`config.mk`:
```
export PLATFORM = sky130hd
export DESIGN_NAME = osa_cell
export DESIGN_NICKNAME = d
export VERILOG_FILES = /design/src/hw/rtl/osa_pkg.sv /design/src/hw/rtl/osa_cell.sv
export SDC_FILE = /design/constraint.sdc
export NUM_CORES = 1
export LEC_CHECK = 0
export BUFFER_PORTS_ARGS = -buffer_cell sky130_fd_sc_hd__buf_2
export CAP_MARGIN = 15
export CORE_MARGIN = 8
export CORE_UTILIZATION = 45
export CTS_BUF_LIST = sky130_fd_sc_hd__clkbuf_8
export DETAILED_ROUTE_END_ITERATION = 7
export GPL_TIMING_DRIVEN = 0
export PLACE_DENSITY = 0.79
export SYNTH_ARGS = -nofsm -noshare
export SYNTH_HDL_FRONTEND = slang
export SYNTH_SLANG_ARGS = --single-unit
```
`constraint.sdc`:
```
create_clock -name clk -period 19.1 [get_ports clk]
set_input_delay 1.91 -clock clk [delete_from_list [all_inputs] [get_ports clk]]
set_output_delay 1.91 -clock clk [all_outputs]
set_load 0.05 [all_outputs]
```
`src/hw/rtl/osa_pkg.sv`:
```
`timescale 1ns / 1ps
`default_nettype none
// ----------------------------------------------------------------------------
// osa_pkg
// Shared types and constants for the optimal string alignment distance block.
// ----------------------------------------------------------------------------
package osa_pkg;

  localparam int OSA_MAX_LEN_DEF = 64;

  localparam logic [1:0] CMD_REF    = 2'd0;
  localparam logic [1:0] CMD_QUERY  = 2'd1;
  localparam logic [1:0] CMD_FINISH = 2'd2;

  typedef struct packed {
    logic [1:0] command;
    logic [7:0] character;
  } osa_in_t;

  typedef struct packed {
    logic [6:0] distance;
    logic       overflow;
  } osa_out_t;

  // Token handed from one cell to the next during a row sweep.
  typedef struct packed {
    logic       valid;
    logic       has_left;
    logic [7:0] ref_char;
  } osa_tok_t;

  // Values broadcast to every cell for the duration of a sweep.
  typedef struct packed {
    logic [7:0] q;
    logic [7:0] q_prev;
    logic       i_pos;
    logic       clr;
  } osa_bc_t;

endpackage

`default_nettype wire

```
`src/hw/rtl/osa_cell.sv`:
```
`timescale 1ns / 1ps
`default_nettype none
// ----------------------------------------------------------------------------
// osa_cell
// One reference position of the row: holds its reference byte and two
// row entries, and computes its new entry when the sweep token passes.
// ----------------------------------------------------------------------------
module osa_cell
  import osa_pkg::*;
#(
  parameter int IDX = 0,
  parameter int VW  = 7
) (
  input  wire logic          clk,
  input  wire logic          rst_n,
  input  wire osa_bc_t       bc,
  input  wire logic          wr_en,
  input  wire logic [7:0]    wr_char,
  input  wire osa_tok_t      tok_in,
  input  wire logic [VW-1:0] left_in,
  input  wire logic [VW-1:0] diag_in,
  input  wire logic [VW-1:0] two_diag_in,
  input  wire logic [VW-1:0] two_far_in,
  output osa_tok_t           tok_out,
  output logic [VW-1:0]      left_out,
  output logic [VW-1:0]      diag_out,
  output logic [VW-1:0]      two_diag_out,
  output logic [VW-1:0]      two_far_out,
  output logic [VW-1:0]      prev_out
);

  logic [7:0]    ref_r;
  logic          loaded_r;
  logic [VW-1:0] prev_r, prev_nxt;
  logic [VW-1:0] two_r;
  logic          tok_valid_r;
  logic [7:0]    tok_char_r;
  logic [VW-1:0] left_r, diag_r, two_diag_r, two_far_r;

  logic [VW-1:0] a_v, b_v, c_v, m_v, t_v;
  logic          mismatch, trans;

  always_comb begin
    mismatch = (bc.q != ref_r);
    a_v      = left_in + VW'(1);
    b_v      = prev_r + VW'(1);
    c_v      = diag_in + VW'(mismatch);
    t_v      = two_far_in + VW'(1);
    m_v      = (a_v < b_v) ? a_v : b_v;
    m_v      = (c_v < m_v) ? c_v : m_v;
    trans    = bc.i_pos && tok_in.has_left && mismatch &&
               (bc.q == tok_in.ref_char) && (ref_r == bc.q_prev);
    prev_nxt = (trans && (t_v < m_v)) ? t_v : m_v;
  end

  always_ff @(posedge clk) begin
    if (wr_en) begin
      ref_r <= wr_char;
    end
  end

  // The token stops at the first cell that holds no reference byte.
  always_ff @(posedge clk) begin
    if (!rst_n || bc.clr) begin
      loaded_r <= 1'b0;
    end else if (wr_en) begin
      loaded_r <= 1'b1;
    end
  end

  always_ff @(posedge clk) begin
    if (!rst_n || bc.clr) begin
      prev_r <= VW'(IDX + 1);
      two_r  <= VW'(IDX + 1);
    end else if (tok_in.valid && loaded_r) begin
      prev_r <= prev_nxt;
      two_r  <= prev_r;
    end
  end

  always_ff @(posedge clk) begin
    if (!rst_n) begin
      tok_valid_r <= 1'b0;
    end else begin
      tok_valid_r <= tok_in.valid && loaded_r;
    end
  end

  always_ff @(posedge clk) begin
    tok_char_r <= ref_r;
    left_r     <= prev_nxt;
    diag_r     <= prev_r;
    two_diag_r <= two_r;
    two_far_r  <= two_diag_in;
  end

  assign tok_out      = '{valid: tok_valid_r, has_left: 1'b1, ref_char: tok_char_r};
  assign left_out     = left_r;
  assign diag_out     = diag_r;
  assign two_diag_out = two_diag_r;
  assign two_far_out  = two_far_r;
  assign prev_out     = prev_r;

endmodule

`default_nettype wire

```
# Word-level counts from Yosys, hierarchy flattened
# Index checks and enable logic that the tools add are counted.
[word_totals]
elab_cells = 31
output_inout_bits = 45
reg_bits = 60
[op_classes]
eq_ne = 3
add_sub_neg = 4
n_reduce_logical = 8
n_mux = 3
magnitude_cmp = 3
[ops]
columns = ["operator", "count"]
rows = [
  ["$add 7x1->7 const B", 3],
  ["$lt 7x7->1", 3],
  ["$mux 7", 3],
  ["$eq 8x8->1", 2],
  ["$ne 8x8->1", 1],
  ["$add 7x1->7", 1],
  ["$logic_and 1x1->1", 6],
  ["$logic_not 1->1", 1],
  ["$logic_or 1x1->1", 1],
]

# Logic depth before layout (Yosys ltp)
[depth]
depth_word = 8
depth_mapped = 33

# Worst setup path before layout
# OpenSTA, ideal clock, no wires.
[synth_timing]
path_type = "input to register"
start = "in left_in[0]"
end = "reg left_r[2] (netlist: left_out[2])"
t_arrival_ps = 7322
cell_stages = 29
path_slack_ps = 11655
setup_ps = 123
cell_sequence = "ha_1 -> xor2_1 -> ha_1 -> o21ai_0 -> nand2b_1 -> a31oi_1 -> o221ai_1 -> nor3b_2 -> mux2_2 -> inv_1 -> ha_1 -> o21a_1 -> o2111ai_1 -> nor2_1 -> o21ai_0 -> nand2_4 -> a21oi_4 -> mux2i_1 -> inv_1 -> ha_1 -> and4_1 -> a2111oi_0 -> nand3_1 -> nor4_1 -> nand2_1 -> nor4_1 -> a2111o_1 -> buf_6 -> mux2_1"
[synth_via]
elab_chain_len = 8
[synth_rtl]
columns = ["item", "line", "text"]
rows = [
  ["from (decl)", "osa_cell.sv:20", "input wire logic [VW-1:0] left_in,"],
  ["$add 7x1->7 (*)", "osa_cell.sv:45", "a_v = left_in + VW'(1);"],
  ["$lt 7x7->1", "osa_cell.sv:49", "m_v = (a_v < b_v) ? a_v : b_v;"],
  ["$mux 7 (*)", "osa_cell.sv:49", ""],
  ["$lt 7x7->1", "osa_cell.sv:50", "m_v = (c_v < m_v) ? c_v : m_v;"],
  ["$mux 7 (*)", "osa_cell.sv:50", ""],
  ["$lt 7x7->1", "osa_cell.sv:53", "prev_nxt = (trans && (t_v < m_v)) ? t_v : m_v;"],
  ["$logic_and 1x1->1", "osa_cell.sv:53", ""],
  ["$mux 7 (*)", "osa_cell.sv:53", ""],
  ["named net prev_nxt[2]", "osa_cell.sv:34", "logic [VW-1:0] prev_r, prev_nxt;"],
  ["to (signal assigned)", "osa_cell.sv:91", "left_r <= prev_nxt;"],
  ["to (decl)", "osa_cell.sv:38", "logic [VW-1:0] left_r, diag_r, two_diag_r, two_far_r;"],
]
# Mark *: on every way through the listed nets, which the timed path passes. The rest lies on a longest branch.
# A chain may end at the register's enable or synchronous reset.

# Worst setup path after layout
[layout_timing]
start = "in left_in[0]"
end = "reg prev_r[3] (netlist: prev_out[3])"
[layout_via]
elab_chain_len = 8
[layout_rtl]
columns = ["item", "line", "text"]
rows = [
  ["$add 7x1->7 (*)", "osa_cell.sv:45", ""],
  ["$lt 7x7->1", "osa_cell.sv:49", ""],
  ["$mux 7 (*)", "osa_cell.sv:49", ""],
  ["$lt 7x7->1", "osa_cell.sv:50", ""],
  ["$mux 7 (*)", "osa_cell.sv:50", ""],
  ["$lt 7x7->1", "osa_cell.sv:53", ""],
  ["$logic_and 1x1->1", "osa_cell.sv:53", ""],
  ["$mux 7 (*)", "osa_cell.sv:53", ""],
  ["to (signal assigned)", "osa_cell.sv:73", "prev_r <= VW'(IDX + 1);"],
  ["to (signal assigned)", "osa_cell.sv:76", "prev_r <= prev_nxt;"],
  ["to (decl)", "osa_cell.sv:34", ""],
]
# Every way passes the cells marked *; elsewhere a longest branch is shown, timed or not.

==> results.py <==
metrics = {
    "routing": {
        "ant_nets": 0,
        "wl_per_cell_microns": 14.7,
        "num_vias": 2688,
        "first_pass_iters": 4,
        "drtIter0Drc": 91,
        "wl_mm": 7.72,
        "vias_per_cell": 5.13,
        "drc": 0,
    },
    "sta": {
        "worstMarginPinSlew_ns": 0.581,
        "setup_violations": 0,
        "report.final.slew_viol_count": 0,
        "finalSetupTns_ns": 0,
        "rsz0062_at_grt": "no",
        "fmax_ghz": 0.120,
        "relSlewSlack_pct": 60.9,
        "hold_viol_final": 0,
        "fin_crit_ns": 8.32,
        "timing.clock.skew_ns": 0.00403,
        "period_share_pct": 43.5,
    },
    "clock_network": {
        "cts-root-buf": "clkbuf_8",
        "clock_latency_ns": 0.33,
        "cts_buffer_depth": 2,
        "cts.sinks": 60,
        "htreeDepth": 3,
        "cts.repair.resized": 0,
        "post_cts.repair.setup_buffers": 0,
        "numCtsBuffers": 9,
        "cts.reportedPaths.clkPinSlew_ns": 0.07,
        "cts_hold_repair.buffers": 0,
        "cts_tree": "built",
    },
    "yosys": {
        "yosys_most_used_dff": "dfxtp_1",
        "ys_seq_elements": 60,
        "ys_async_sr_fraction_pct": 0,
        "synth.largest_area_cell": "dfxtp_1",
        "synth.distinct_cells": 59,
        "synth_most_common_cell": "dfxtp_1",
        "synth.top_cell.area_share_pct": 33.8,
        "ys_top_cells_by_area": "dfxtp_1 (34%), edfxtp_1 (7.8%), ha_1 (7.7%)",
        "synth_area_sq_um": 3080,
        "yosysWarnings": 0,
        "synthTopCellsByCount": "dfxtp_1 (52), nand2_1 (35), nand3_1 (20), xnor2_1 (20), xor2_1 (20)",
        "synth-seq-area-share_pct": 41.6,
        "syn_inst": 318,
        "synth_edf_count": 8,
        "synth.avg_cell_area_sq_um": 9.69,
        "synth_nets": 404,
    },
    "placed_design": {
        "gp_congestion": 0.859,
        "hpwl_mm": 6.36,
        "port_buffers": 110,
    },
    "worst_setup_path": {
        "required_ns": 19.35,
        "rr_worst_depth": 31,
        "critPathLaunchType": "input port",
        "crit_family": "simple AND/OR/NAND/NOR gates",
        "slowest_delay_ns": 0.51,
        "endpoint_kind": "register",
        "r2r_end": "prev_out[3]$_SDFFE_PP0P_",
        "path_buf_inv": 5,
        "crit_start": "left_in[0]",
        "critical_path_class": "in -> reg",
        "cp.arrival_ns": 8.57,
        "cp_max_fo": 10,
        "timing.rr.start": "prev_out[0]$_SDFFE_PP1P_",
        "crit_slowest_cell": "nor4_1",
        "reg2reg_setup_slack_ns": 11.99,
        "critPathMostFrequentCell": "ha_1",
    },
    "floorplan": {
        "rows": 30,
        "start_util_pct": 45.9,
        "die_area_sq_um": 9750,
        "coreArea_sq_um": 6720,
        "io_pins": 112,
        "die_y_microns": 98.8,
        "die_width_microns": 98.8,
    },
    "layout": {
        "nets": 525,
        "fin_util_pct": 58.8,
        "area_delta_synth_final_pct": 28.3,
        "n_antenna_cell": 0,
        "drive_gt1_share_pct": 33.6,
        "fillers": 602,
    },
    "min_path": {
        "hp-class": "reg -> reg",
        "whs_endpoint": "two_diag_out[6]$_DFF_P_",
        "hp-start": "two_r[6]$_SDFFE_PP0P_",
        "min_path_cells": 0,
    },
    "pwr": {
        "ir_worst_vdd_uv": 80.3,
        "powerDensity_nw_per_um2": 82.2,
        "p_leak_uw": 0.00178,
    },
    "grt": {
        "track_usage_pct": 16.0,
        "antenna_found_initial": 0,
        "grt_pass1_wl_mm": 12.8,
        "grt_max_degree": 13,
        "grt.overflow.total": 0,
        "grt_pass1_vias": 2803,
    },
    "outcome": {
        "status": "finished, final reports clean",
    },
    "run": {
        "drv_cap": 0,
    },
}
-- registers in the layout, indices dropped and copies added, names as in the netlist, 7 cells and up --
register      count
left_out          7
diag_out          7
ref_r             8
two_r             7
two_diag_out      7
prev_out          7
two_far_out       7
tok_char_r        8
-- layer usage --
metal	vias up	wire, microns	global-route usage, %	part of all wire (%)
met1	1233	3190	17.2	41
met2	80	3940	29.0	51
met5	-	0	0	0
met4	0	112	5.19	1.5
met3	10	467	5.14	6.1
li1	1365	-	-	-
-- power by group --
part	total [uW]	switching, uW	internal (uW)
Sequential	137	2.98	134
Combinational	64.2	41.2	23.0
Clock	124	49.9	74.1
-- stage by stage --
step,setup WS [ns],hold WS (ns),cell area (sq um),cells,power (uW)
2_1_floorplan,11.66,0.331,3080,318,183
3_3_place_gp,10.68,0.336,3730,508,202
3_5_place_dp,10.51,0.339,3730,508,204
4_1_cts,10.83,0.354,3950,524,328
5_1_grt,10.07,0.364,3950,524,339
6_report,10.78,0.355,3950,524,325
-- kinds of logic (layout without fill, tap and decap cells) --
| group | Yosys count | after routing | synth area share [%] |
|---|---|---|---|
| flops | 60 | 60 | 41.6 |
| other cells | 1 | 1 | 0.122 |
| fa+ha+maj | 20 | 20 | 8.08 |
| buf+inv | 25 | 151 | 3.86 |
| xor+xnor | 40 | 40 | 11.4 |
| mux | 13 | 13 | 4.75 |
| compound gates | 55 | 55 | 12.6 |
| simple gates | 104 | 104 | 17.7 |
-- cell usage in the layout, fill, tap and decap left out, types with 3 or more instances in the layout --
cell / Yosys / final
xnor2_1: 20 / 20
clkbuf_8: 0 / 9
nand2_1: 35 / 35
buf_2: 2 / 112
mux2_1: 5 / 5
o21a_1: 4 / 4
xor2_1: 20 / 20
a21oi_1: 12 / 12
ha_1: 19 / 19
nand3_1: 20 / 20
nor2_1: 11 / 11
and2_1: 3 / 3
o211ai_1: 7 / 7
inv_1: 17 / 17
mux2i_1: 5 / 5
a31oi_1: 3 / 3
o21ai_0: 11 / 11
or2_1: 3 / 3
nand4_1: 3 / 3
nand2b_1: 3 / 3
dfxtp_1: 52 / 52
nor3_1: 5 / 5
edfxtp_1: 8 / 8
nor4_1: 5 / 5
-- how the worst max path moves through the flow --
| stage | cells after the start | slack [ns] | to |
|---|---|---|---|
| detailed placement | 32 | 10.51 | prev_out[3]$_SDFFE_PP0P_ |
| CTS | 32 | 10.83 | prev_out[3]$_SDFFE_PP0P_ |
| finish | 32 | 10.78 | prev_out[3]$_SDFFE_PP0P_ |
| floorplan | 29 | 11.66 | left_out[2]$_DFF_P_ |
| global placement | 32 | 10.68 | prev_out[5]$_SDFFE_PP0P_ |
| global route | 32 | 10.07 | prev_out[5]$_SDFFE_PP0P_ |
-- layout make-up --
cell class	instances	area (sq um)	area share, %
Inverter	17	63.8	1.61
Clock buffer	9	124	3.13
Buffer	8	55.1	1.39
Timing Repair Buffer	110	551	13.9
Sequential cell	60	1280	32.4
Multi-Input combinational cell	233	1680	42.5
Tap cell	80	100	2.53
Clock inverter	7	97.6	2.47
No activity file was read; power rests on OpenSTA's default activity.
